==> config.mk <==
export PLATFORM = sky130hd
export DESIGN_NAME = prime_test_and_search_top
export DESIGN_NICKNAME = d
export VERILOG_FILES = /design/src/pts_pkg.sv /design/src/pts_dp.sv /design/src/pts_ctrl.sv /design/src/prime_test_and_search_top.sv
export VERILOG_INCLUDE_DIRS = /design/src /design/src/src
export SDC_FILE = /design/constraint.sdc
export NUM_CORES = 1
export LEC_CHECK = 0
export ABC_AREA = 1
export BUFFER_PORTS_ARGS = -buffer_cell sky130_fd_sc_hd__buf_4
export CORE_AREA = 3 3 231 233
export DETAILED_ROUTE_END_ITERATION = 12
export DIE_AREA = 0 0 234 236
export GPL_TIMING_DRIVEN = 0
export PLACE_DENSITY = 0.47
export SLEW_MARGIN = 20
export SYNTH_ARGS = -nofsm -noshare
export SYNTH_HDL_FRONTEND = slang
export SYNTH_HIERARCHICAL = 1
export SYNTH_SLANG_ARGS = --single-unit
==> constraint.sdc <==
create_clock -name i_clk -period 5 [get_ports i_clk]
set_clock_uncertainty 0.1 [all_clocks]
set_input_delay 1 -clock i_clk [delete_from_list [all_inputs] [get_ports i_clk]]
set_output_delay 1 -clock i_clk [all_outputs]
set_load 0.05 [all_outputs]
==> src/prime_test_and_search_top_assert.svh <==
// ----------------------------------------------------------------------------
// Assertion macros for the prime test and search block
// Shared concurrent assertion forms, clocked on i_clk and quiet during reset.
// ----------------------------------------------------------------------------
`ifndef PRIME_TEST_AND_SEARCH_TOP_ASSERT_SVH
`define PRIME_TEST_AND_SEARCH_TOP_ASSERT_SVH

// Same-cycle implication.
`define PTS_ASSERT_IMP(lbl, ante, cons) \
    lbl: assert property (@(posedge i_clk) disable iff (!i_rst_n) (ante) |-> (cons)) \
        else $error("same-cycle check failed");

// Next-cycle implication.
`define PTS_ASSERT_NXT(lbl, ante, cons) \
    lbl: assert property (@(posedge i_clk) disable iff (!i_rst_n) (ante) |=> (cons)) \
        else $error("next-cycle check failed");

`endif

==> src/pts_pkg.sv <==
// ----------------------------------------------------------------------------
// pts_pkg
// Types and constants shared by the prime test and search modules.
// ----------------------------------------------------------------------------
package pts_pkg;

    localparam int VALUE_WIDTH_DEF = 31;

    // Operation codes of a request.
    typedef enum logic [1:0] {
        OP_TEST = 2'd0,
        OP_NEXT = 2'd1,
        OP_PREV = 2'd2
    } t_op;

    // Commands from the controller to the datapath.
    typedef struct packed {
        logic load;       // capture the request value as candidate
        logic step_up;    // candidate + 1
        logic step_down;  // candidate - 1
        logic init_div;   // divisor = 2, square = 4
        logic mod_start;  // begin a remainder computation
        logic mod_step;   // one remainder bit
        logic next_div;   // divisor + 1, square updated
        logic finish;     // register the result
        logic res_prime;
        logic res_found;
        logic res_zero;   // answer forced to zero
    } t_dp_cmd;

    // Status from the datapath to the controller.
    typedef struct packed {
        logic lt_two;     // candidate below two
        logic le_two;     // candidate at most two
        logic at_top;     // candidate is the largest value
        logic sq_gt;      // divisor squared exceeds candidate
        logic mod_last;   // last remainder bit in progress
        logic rem_zero;   // remainder is zero
    } t_dp_status;

endpackage

==> src/pts_dp.sv <==
// ----------------------------------------------------------------------------
// pts_dp
// Datapath: candidate, trial divisor with running square, bit-serial
// remainder unit and result registers.
// ----------------------------------------------------------------------------
module pts_dp
    import pts_pkg::*;
#(
    parameter int VALUE_WIDTH = VALUE_WIDTH_DEF
) (
    input  logic                   i_clk,
    input  logic                   i_rst_n,
    input  logic [VALUE_WIDTH-1:0] i_value,
    input  t_dp_cmd                i_cmd,
    output t_dp_status             o_status,
    output logic [VALUE_WIDTH-1:0] o_answer,
    output logic                   o_is_prime,
    output logic                   o_found
);

    localparam int W     = VALUE_WIDTH;
    localparam int CNT_W = $clog2(VALUE_WIDTH + 1);

    logic [W-1:0]     r_cand, n_cand;
    logic [W-1:0]     r_div, n_div;
    logic [W+1:0]     r_sq, n_sq;
    logic [W-1:0]     r_rem, n_rem;
    logic [W-1:0]     r_shift, n_shift;
    logic [CNT_W-1:0] r_cnt, n_cnt;
    logic [W:0]       rem_sh;

    always_comb begin
        n_cand  = r_cand;
        n_div   = r_div;
        n_sq    = r_sq;
        n_rem   = r_rem;
        n_shift = r_shift;
        n_cnt   = r_cnt;
        rem_sh  = {r_rem, r_shift[W-1]};

        if (i_cmd.load) begin
            n_cand = i_value;
        end else if (i_cmd.step_up) begin
            n_cand = r_cand + W'(1);
        end else if (i_cmd.step_down) begin
            n_cand = r_cand - W'(1);
        end

        if (i_cmd.init_div) begin
            n_div = W'(2);
            n_sq  = (W + 2)'(4);
        end else if (i_cmd.next_div) begin
            // (d + 1)^2 = d^2 + 2d + 1
            n_div = r_div + W'(1);
            n_sq  = r_sq + {1'b0, r_div, 1'b1};
        end

        if (i_cmd.mod_start) begin
            n_rem   = '0;
            n_shift = r_cand;
            n_cnt   = CNT_W'(W);
        end else if (i_cmd.mod_step) begin
            // Restoring remainder, one dividend bit per cycle, MSB first.
            if (rem_sh >= {1'b0, r_div}) begin
                n_rem = W'(rem_sh - {1'b0, r_div});
            end else begin
                n_rem = W'(rem_sh);
            end
            n_shift = {r_shift[W-2:0], 1'b0};
            n_cnt   = r_cnt - CNT_W'(1);
        end
    end

    always_ff @(posedge i_clk) begin
        r_cand  <= n_cand;
        r_div   <= n_div;
        r_sq    <= n_sq;
        r_rem   <= n_rem;
        r_shift <= n_shift;
        r_cnt   <= n_cnt;
    end

    always_ff @(posedge i_clk) begin
        if (!i_rst_n) begin
            o_answer   <= '0;
            o_is_prime <= 1'b0;
            o_found    <= 1'b0;
        end else if (i_cmd.finish) begin
            o_answer   <= i_cmd.res_zero ? '0 : r_cand;
            o_is_prime <= i_cmd.res_prime;
            o_found    <= i_cmd.res_found;
        end
    end

    assign o_status.lt_two   = (r_cand < W'(2));
    assign o_status.le_two   = (r_cand <= W'(2));
    assign o_status.at_top   = (r_cand == {W{1'b1}});
    assign o_status.sq_gt    = (r_sq > {2'b00, r_cand});
    assign o_status.mod_last = (r_cnt == CNT_W'(1));
    assign o_status.rem_zero = (r_rem == '0);

    `include "prime_test_and_search_top_assert.svh"

    `PTS_ASSERT_IMP(a_found_is_prime, o_found, o_is_prime)
    `PTS_ASSERT_IMP(a_div_at_least_two, i_cmd.mod_step, r_div >= W'(2))

endmodule

==> src/pts_ctrl.sv <==
// ----------------------------------------------------------------------------
// pts_ctrl
// Controller: sequences candidate stepping, trial division and the result.
// ----------------------------------------------------------------------------
module pts_ctrl
    import pts_pkg::*;
(
    input  logic       i_clk,
    input  logic       i_rst_n,
    input  logic       start,
    input  logic [1:0] i_operation,
    input  t_dp_status i_status,
    output t_dp_cmd    o_cmd,
    output logic       busy,
    output logic       o_valid
);

    typedef enum logic [2:0] {
        S_IDLE,
        S_DISPATCH,
        S_CHECK,
        S_MOD,
        S_EVAL
    } t_state;

    t_state     r_state, n_state;
    logic [1:0] r_op, n_op;
    logic       r_valid, n_valid;

    always_comb begin
        n_state = r_state;
        n_op    = r_op;
        n_valid = 1'b0;
        o_cmd   = '0;

        unique case (r_state)
            S_IDLE: begin
                if (start) begin
                    o_cmd.load = 1'b1;
                    n_op       = i_operation;
                    n_state    = S_DISPATCH;
                end
            end
            S_DISPATCH: begin
                unique case (r_op)
                    OP_TEST: begin
                        o_cmd.init_div = 1'b1;
                        n_state        = S_CHECK;
                    end
                    OP_NEXT: begin
                        if (i_status.at_top) begin
                            o_cmd.finish   = 1'b1;
                            o_cmd.res_zero = 1'b1;
                            n_valid        = 1'b1;
                            n_state        = S_IDLE;
                        end else begin
                            o_cmd.step_up  = 1'b1;
                            o_cmd.init_div = 1'b1;
                            n_state        = S_CHECK;
                        end
                    end
                    OP_PREV: begin
                        if (i_status.le_two) begin
                            o_cmd.finish   = 1'b1;
                            o_cmd.res_zero = 1'b1;
                            n_valid        = 1'b1;
                            n_state        = S_IDLE;
                        end else begin
                            o_cmd.step_down = 1'b1;
                            o_cmd.init_div  = 1'b1;
                            n_state         = S_CHECK;
                        end
                    end
                    default: begin
                        o_cmd.finish   = 1'b1;
                        o_cmd.res_zero = 1'b1;
                        n_valid        = 1'b1;
                        n_state        = S_IDLE;
                    end
                endcase
            end
            S_CHECK: begin
                if (i_status.lt_two) begin
                    // Below two is never prime; a search moves on.
                    if (r_op == OP_TEST) begin
                        o_cmd.finish = 1'b1;
                        n_valid      = 1'b1;
                        n_state      = S_IDLE;
                    end else begin
                        n_state = S_DISPATCH;
                    end
                end else if (i_status.sq_gt) begin
                    o_cmd.finish    = 1'b1;
                    o_cmd.res_prime = 1'b1;
                    o_cmd.res_found = (r_op != OP_TEST);
                    n_valid         = 1'b1;
                    n_state         = S_IDLE;
                end else begin
                    o_cmd.mod_start = 1'b1;
                    n_state         = S_MOD;
                end
            end
            S_MOD: begin
                o_cmd.mod_step = 1'b1;
                if (i_status.mod_last) begin
                    n_state = S_EVAL;
                end
            end
            S_EVAL: begin
                if (i_status.rem_zero) begin
                    if (r_op == OP_TEST) begin
                        o_cmd.finish = 1'b1;
                        n_valid      = 1'b1;
                        n_state      = S_IDLE;
                    end else begin
                        n_state = S_DISPATCH;
                    end
                end else begin
                    o_cmd.next_div = 1'b1;
                    n_state        = S_CHECK;
                end
            end
            default: begin
                n_state = S_IDLE;
            end
        endcase
    end

    always_ff @(posedge i_clk) begin
        if (!i_rst_n) begin
            r_state <= S_IDLE;
            r_op    <= OP_TEST;
            r_valid <= 1'b0;
        end else begin
            r_state <= n_state;
            r_op    <= n_op;
            r_valid <= n_valid;
        end
    end

    assign busy    = (r_state != S_IDLE);
    assign o_valid = r_valid;

    `include "prime_test_and_search_top_assert.svh"

    `PTS_ASSERT_NXT(a_start_takes, start && !busy, busy)
    `PTS_ASSERT_NXT(a_strobe_single, o_valid, !o_valid)
    `PTS_ASSERT_IMP(a_strobe_idle, o_valid, !busy)
    `PTS_ASSERT_IMP(a_one_dp_move, o_cmd.step_up, !o_cmd.step_down && !o_cmd.load)

endmodule

==> src/prime_test_and_search_top.sv <==
// ----------------------------------------------------------------------------
// prime_test_and_search_top
// Primality test and next/previous prime search by trial division.
// ----------------------------------------------------------------------------
// A test of n divides it by each trial divisor in turn, using the bit-serial
//   remainder unit, which works through the candidate one bit at a time.
// A search repeats that test over each candidate until a prime or the range end.
// Throughput: one request at a time; the next start is taken when busy is low.
// Reset (i_rst_n, synchronous, active low) returns the block to idle, clears
//   the result strobe and the result fields. The receiver cannot stall.

module prime_test_and_search_top
    import pts_pkg::*;
#(
    parameter int VALUE_WIDTH = VALUE_WIDTH_DEF
) (
    input  logic                   i_clk,
    input  logic                   i_rst_n,
    input  logic                   start,
    output logic                   busy,
    input  logic [1:0]             i_operation,
    input  logic [VALUE_WIDTH-1:0] i_value,
    output logic                   o_valid,
    output logic [VALUE_WIDTH-1:0] o_answer,
    output logic                   o_is_prime,
    output logic                   o_found
);

    // The controller steps through candidates and divisors; the datapath
    // holds the numbers. Each request produces exactly one result transfer,
    // marked by o_valid for one cycle, in the same cycle busy falls.

    t_dp_cmd    dp_cmd;
    t_dp_status dp_status;

    pts_ctrl u_ctrl (
        .i_clk       (i_clk),
        .i_rst_n     (i_rst_n),
        .start       (start),
        .i_operation (i_operation),
        .i_status    (dp_status),
        .o_cmd       (dp_cmd),
        .busy        (busy),
        .o_valid     (o_valid)
    );

    // Trial divisors run from two while d*d <= candidate; the square is kept
    // incrementally so no multiplier is needed.
    pts_dp #(
        .VALUE_WIDTH (VALUE_WIDTH)
    ) u_dp (
        .i_clk      (i_clk),
        .i_rst_n    (i_rst_n),
        .i_value    (i_value),
        .i_cmd      (dp_cmd),
        .o_status   (dp_status),
        .o_answer   (o_answer),
        .o_is_prime (o_is_prime),
        .o_found    (o_found)
    );

endmodule
# Word level (Yosys, flattened, before mapping)
# Index checks and enable logic that the tools add are counted.
# word_totals
ff_bits	201
in_bits	36
output_inout_bits	35
elab_cells	86
# op_classes
n_addsub	6
order_cmp	4
n_eq_ne	10
muxes	45
reduce_logical	9
# op_table
cell	count
$mux 31	7
$add 31x1->31 const B	2
$add 33x32->33	1
$gt 33x31->1	1
$ge 32x31->1	1
$eq 31x31->1 const B	1
$le 31x2->1 const B	1
$logic_not 31->1	1
$lt 31x2->1 const B	1
$sub 31x1->31 const B	1
$sub 31x31->31	1
$mux 1	20
$mux 3	5
$pmux 3 s5	1
$mux 2	7
$pmux 1 s3	4
$eq 3x2->1 const B	2
$pmux 2 s3	1
$reduce_bool 3->1	2
$eq 5x1->1 const B	1
$sub 5x1->5 const B	1
$ne 2x2->1 const B	2
$reduce_and 2->1	2
$reduce_bool 2->1	2
6 further kinds	6

# Longest topological paths before layout
# Gate-level depths: netlist of the first run.
# logic_depth
ltp_word	7
mapped_depth	22

# Cells and area by module
# Netlist of the first run, hierarchy kept.
# by_module_without_submodules
module	n_inst	cells_each	area_per_inst_um2
pts_dp	1	2452	15523.6
pts_ctrl	1	76	441.7

# Worst setup path before layout of the first run
# No wires, ideal clock.
# synth_path
kind	flip-flop to flip-flop
start	register u_dp.r_cand[0]
end	register u_dp.r_cand[15], data pin
setup_ps	254
t_arrival_ps	3270
required_time_ps	4646
slack_ps	1376
stages_incl_launch_ff	18
path_buffers	0
synth_period_minus_slack_ps	3624
path_cell_list	edfxtp_1 -> inv_1 -> nor4_1 -> nand4_1 -> nor2_1 -> inv_1 -> nand2_1 -> nor3_1 -> inv_1 -> ha_1 -> nand2_1 -> o21ai_0 -> nand2_1 -> nand2_1 -> a21oi_1 -> or2_2 -> nand3_1 -> nand2_1
# synth_lines
item	line_no	rtl
start, declared	pts_dp.sv:24	logic [W-1:0] r_cand, n_cand;
start signal, assigned	pts_dp.sv:75	r_cand <= n_cand;

==> metrics, run 1 <==
core area=about 51000 sq um; Syn Nets=2692; Post-synth ARST share=0%; vias in the first global route=between 15000 and 20000; fin area=about 18000 sq um; destination of the worst hold path=u_dp/r_cnt[4]; crit end category=register; crit path max fanout=10; hpwl dp=between 40000 and 50000 um; Avg WL per Cell=16.7 um; initial antenna violation count=1; Worst setup SP type=register; P per Cell Area=~600 nW/um^2; largest net degree at the start of global routing=35; Final Setup Violations=0; EDFF count, synth=62; Crit path buffers/inverters=5; # DRC=0; CTS root buf=clkbuf_16; Hold Path Class=reg -> reg; Syn-to-layout area delta=15.2%; DRT Pass-1 Iters=5; CTS clk-pin slew, worst paths=~60 ps; fin crit share=between 90% and 100%; Top-Level Pins=71; Final GP Congestion=between 0.9 and 1; Top delay family on crit path=simple AND/OR/NAND/NOR gates; htree depth=1; top cell type's share of synthesized area=17.4%; drt total wl=around 56000 um; synth unique cells=49; Max Buffers Root-to-Sink=3; setup_tns=0 ps; status=complete, no violations; Die Wd=between 200 and 250 um; Critical Path Max Stage Delay=between 600 and 700 ps; Reg area=~4600 sq um; Period minus WS final=about 4600 ps; Final nets=2797; Avg Vias per Cell=~4.9; Die H=236 um; first-pass GRT wire length=about 86000 um; layout cells sized above 1=roughly 7%; Slew headroom=between 30 and 40%; Initial Util=around 31%; Hold Path Stages=1; part of the Yosys area used for sequential elements=between 20 and 30%; GRT overflow=0; post-synthesis register bit count=201; commonest non-fill, non-tap cell in the layout=nand2_1; critical path, cell by cell=inv_1 -> nor4_1 -> nand4_1 -> nor2_1 -> inv_1 -> nand2_1 -> nor3_2 -> clkinvlp_4 -> buf_4 -> buf_4 -> ha_1 -> a21oi_1 -> o21ai_0 -> a21oi_1 -> nand3_1 -> or2_2 -> nand3_1 -> nand2_1; All-Layer GR Usage=around 20%; Worst Setup Path Type=reg -> reg; Setup crit start=u_dp/r_cand[0]; fmax=between 0.2 and 0.25 GHz; # rows=83; DIE AREA=~55000 sq um; total number of vias=16300; area of the multi-input gates=around 9700 sq um; final hold violations=0; fillers=approximately 5600; synth top area cells=nand2_1 17%, dfxtp_1 17%, edfxtp_1 12%; FF-to-FF path depth=18; Initial DRC Count=~1200; Slowest cell on crit path=nor3_2; Worst Path Required=around 5200 ps; max cap viols=0; Synth Area per Inst=6.32 sq um; CTS tree=done; Worst Tran Pin Value=919 ps; placed instance area=roughly 17000 sq um; RSZ-0062 raised after global routing=false; worst r2r src=u_dp/r_cand[0]; WP data arrival=4780 ps; # diodes=0; worst skew pair latency=~570 ps; mapped cell area=around 16000 sq um; # hold bufs at CTS=0; Yosys warning total=6; r2r endpoint=u_dp/r_cand[17]; post-synthesis cell count=2528; PortBufs=70; max-slew violation count=0; Num Clock Sinks=201; Synth Flop Type=dfxtp_1; area leader, netlist=nand2_1; P_leak=roughly 9 nW; worst vdd ir=between 0.0002 and 0.0003 V; Inserted Clock Buffers=28; most frequent cells in the layout=741 x nand2_1, 364 x inv_1, 301 x nor2_1; flop-to-flop setup slack=around 430 ps; Hold Startpoint=u_dp/r_cnt[4]; DRT antenna net count=0
## synth_stat cells, types with 2 or more instances
library cell and count:
xor2_1 21, clkbuf_1 37, o21ai_0 160, nor4_1 22, a21oi_2 2, buf_1 8, buf_8 2, xnor2_1 15
and2_1 3, nor3_1 46, o21ai_1 5, ha_1 125, o21bai_1 12, a31oi_1 2, nand3_1 151, o211ai_1 3
a211oi_1 3, o31ai_1 2, a21oi_1 172, edfxtp_1 62, nand2_1 742, nor2_2 16, o21a_1 8, nand2_2 5
dfxtp_1 139, inv_2 5, nor2_4 3, buf_4 3, nor2_1 301, nor3_2 2, inv_1 366, nand3b_1 9
a21boi_0 2, or2_2 11, nand4_1 47, fa_1 3
## metrics by stage
step	cells	util [%]	hold slack [ps]	setup slack, ps	power, mW
5_1_grt	3335	35.8	428	72.0	12.2
3_3_place_gp	3278	33.7	364	114	8.98
3_5_place_dp	3278	33.7	370	115	9.02
4_1_cts	3330	35.7	381	101	11.2
2_1_floorplan	2528	-	344	1380	7.13
6_report	3335	35.8	373	435	11.2
## how the worst max path moves through the flow
stage,end,slack (ps),cells after the start
floorplan,u_dp/r_cand[15],1380,17
global placement,u_dp/r_cand[20],110,20
detailed placement,u_dp/r_cand[26],120,20
CTS,u_dp/r_cand[26],100,20
global route,u_dp/r_shift[26],70,17
finish,u_dp/r_cand[17],430,18
## timing repair
| action | CTS | global route |
|---|---|---|
| setup buffers | 0 | 4 |
| setup endpoints to repair | 0 | 22 |
| gates resized for setup | 0 | 2 |
## registers in the layout (all words and copies together) (netlist names)
name and count:
u_dp/r_cand 31, u_dp/o_is_prime 1, u_dp/r_div 31, u_dp/r_rem 31
u_ctrl/r_op 2, u_dp/o_found 1, u_dp/r_sq 33, u_dp/o_answer 31
u_dp/r_cnt 5, u_ctrl/r_state 3, u_dp/r_shift 31, u_ctrl/o_valid 1
## metal layers
metal  vias to the layer above  global-route usage, %  wire length (um)
li1                       8418                      -                 -
met1                      7481                   28.5             27500
met2                       328                   31.1             24200
met3                        74                   1.98              2500
met4                         0                   5.18              1580
met5                         -                      0                 0
## logic make-up (layout without fill, tap and decap cells)
kind of cell	after synthesis	count (layout)	synth area share (%)
compound gates	374	374	12.4
buf+inv	423	550	10.2
flops	201	201	29.1
fa+ha+maj	128	128	10.2
simple gates	1366	1366	36.2
xor+xnor	36	36	1.97
## worst reg2reg max path: stages, from the launching register on
cell and delay (ps):
edfxtp_1 570, inv_1 270, nor4_1 110, nand4_1 140
nor2_1 100, inv_1 80, nand2_1 90, nor3_2 640
clkinvlp_4 190, buf_4 190, buf_4 190, ha_1 360
a21oi_1 240, o21ai_0 230, a21oi_1 220, nand3_1 150
or2_2 300, nand3_1 70, nand2_1 70
## final cells by class
class	instances	share of cell area, %
multi-input cells	1904	52.7
flip-flops and latches	201	25.2
inverters	371	7.59
clock buffers	43	4.90
well taps	680	4.63
repair buffers	74	3.02
plain buffers	52	1.29
clock inverters	9	0.571
repair inverters	1	0.0272
## report_power, final
part / internal, mW / switching (mW)
logic: 2.05 / 4.24
clock network: 1.34 / 0.803
registers: 2.30 / 0.446
total: 5.69 / 5.49
No activity file was read; power rests on OpenSTA's default activity.
==> inputs of run 2 (changes only) <==
--- a/config.mk
+++ b/config.mk
@@ -8,11 +8,11 @@
 export LEC_CHECK = 0
 export ABC_AREA = 1
 export BUFFER_PORTS_ARGS = -buffer_cell sky130_fd_sc_hd__buf_4
-export CORE_AREA = 3 3 231 233
+export CORE_AREA = 3 3 218 220
 export DETAILED_ROUTE_END_ITERATION = 12
-export DIE_AREA = 0 0 234 236
+export DIE_AREA = 0 0 221 223
 export GPL_TIMING_DRIVEN = 0
-export PLACE_DENSITY = 0.47
+export PLACE_DENSITY = 0.51
 export SLEW_MARGIN = 20
 export SYNTH_ARGS = -nofsm -noshare
 export SYNTH_HDL_FRONTEND = slang
==> metrics, run 2 (same netlist as run 1, synthesis figures left out) <==
GRT overflow=0; P_leak=between 8 and 9 nW; setup_tns=0 ps; CTS clk-pin slew, worst paths=roughly 60 ps; FF-to-FF path depth=17; worst skew pair latency=580 ps; most frequent cells in the layout=741 x nand2_1, 364 x inv_1, 301 x nor2_1; clock share of power=18.1%; largest net degree at the start of global routing=35; Period minus WS final=4730 ps; cell count along the critical path=17; max cap viols=0; internal cell power=~5.5 mW; critical path, cell by cell=inv_1 -> nor4_1 -> nand4_1 -> nor2_1 -> inv_1 -> nand2_1 -> nor3_2 -> clkinvlp_4 -> buf_4 -> ha_1 -> a21oi_1 -> o21ai_0 -> a21oi_1 -> nand3_1 -> or2_2 -> nand3_1 -> nand2_1; Die Wd=between 200 and 250 um; All-Layer GR Usage=between 20% and 30%; Final Setup Violations=0; Top-Level Pins=between 70 and 80; Top delay family on crit path=simple AND/OR/NAND/NOR gates; # rows=78; final hold violations=0; commonest non-fill, non-tap cell in the layout=nand2_1; CTS root buf=clkbuf_16; Comb pwr share=between 50% and 60%; Slowest cell on crit path=nor3_2; Setup crit start=u_dp/r_cand[0]; r2r endpoint=u_dp/r_cand[17]; fmax=between 0.2 and 0.25 GHz; vias in the first global route=about 15000; # DRC=0; DRT antenna net count=0; PortBufs=70; # diodes=0; max FFs per register=33; CTS tree=done; Max Buffers Root-to-Sink=3; Initial Util=a little over a third; Largest Register=u_dp/r_sq; flop-to-flop setup slack=270 ps; P per Cell Area=609 nW/um^2; WP data arrival=between 4000 and 5000 ps; crit end category=register; Net Sw Power=between 5 and 6 mW; Final GP Congestion=0.937; placed instance area=17200 sq um; Die H=223 um; Inserted Clock Buffers=27; Avg Vias per Cell=between 5 and 6; Avg WL per Cell=16.9 um; Critical Path Max Stage Delay=~660 ps; Seq pwr share=roughly 25%; htree depth=1; DRT Pass-1 Iters=5; Worst Tran Pin Value=approximately 860 ps; Worst Path Required=between 5000 and 6000 ps; drt total wl=approximately 55000 um; core area=45500 sq um; CP endpoint=u_dp/r_cand[17]; Num Clock Sinks=201; crit path max fanout=12; worst vdd ir=0.000312 V; first-pass GRT wire length=approximately 85000 um; Worst Setup Path Type=reg -> reg; Hold Path Class=reg -> reg; RSZ-0062 raised after global routing=false; fin crit share=a little over nine tenths; Slew headroom=43.0%; DIE AREA=a little under 50000 sq um; hpwl dp=approximately 45000 um; layout cells sized above 1=6.90%; initial antenna violation count=2; Crit path buffers/inverters=4; Syn-to-layout area delta=14.0%; Net Sw Frac=roughly 50%; max-slew violation count=0; fillers=4986; fin area=around 18000 sq um; status=complete, no violations; Initial DRC Count=1256; worst r2r src=u_dp/r_cand[0]; total number of vias=approximately 16000; Worst setup SP type=register; Final nets=around 2800
run 2: layer usage:
metal | share of wire (%) | global-route usage [%] | wire length (um)
met1 | 49 | 31.0 | 27200
met2 | 43 | 34.1 | 23700
met3 | 5.5 | 2.89 | 3000
met4 | 2.1 | 4.88 | 1150
met5 | 0.024 | 0 | 13
run 2: timing repair:
action,4_1_cts,5_1_grt
hold buffers,0,0
buffers inserted,0,2
endpoints found under the setup margin,0,25
gates resized for setup,0,2
run 2: power by group through the flow:
stage                     Sequential, mW  Clock, mW  Combinational, mW
after floorplan                     2.66          0               4.47
after global placement              2.79          0               6.19
after detailed placement            2.78          0               6.26
after CTS                           2.75       2.07               6.28
after global routing                2.79       2.14               7.12
final                               2.75       2.01               6.33
run 2: area by class of cell:
type	instances	area (sq um)	area share, %
plain buffers	52	238	1.31
clock buffers	34	764	4.20
clock inverters	16	160	0.880
inverters	371	1400	7.67
multi-input cells	1904	9700	53.3
flip-flops and latches	201	4640	25.5
well taps	600	751	4.13
repair buffers	72	541	2.97
repair inverters	1	5.00	0.0275
run 2: metrics by stage:
step	std cells	hold slack, ps	setup slack, ps	utilization [%]	total power, mW
2_1_floorplan	2528	344	1380	-	7.13
3_3_place_gp	3198	364	43.6	37.9	8.98
3_5_place_dp	3198	376	28.6	37.9	9.04
4_1_cts	3248	384	23.3	39.9	11.1
5_1_grt	3251	414	123	40.0	12.0
6_report	3251	384	273	40.0	11.1
run 2: worst min-delay path by stage:
| stage | endpoint | cells after the start | slack [ps] | startpoint |
|---|---|---|---|---|
| after floorplan | u_dp/r_cnt[3] | 1 | 340 | u_dp/r_cnt[3] |
| after global placement | u_dp/r_cnt[3] | 1 | 360 | u_dp/r_cnt[3] |
| after detailed placement | u_dp/r_cnt[4] | 1 | 380 | u_dp/r_cnt[4] |
| after CTS | u_dp/r_cnt[4] | 1 | 380 | u_dp/r_cnt[4] |
| after global routing | u_dp/r_rem[16] | 2 | 410 | u_dp/r_rem[16] |
| final | u_dp/r_cnt[4] | 1 | 380 | u_dp/r_cnt[4] |
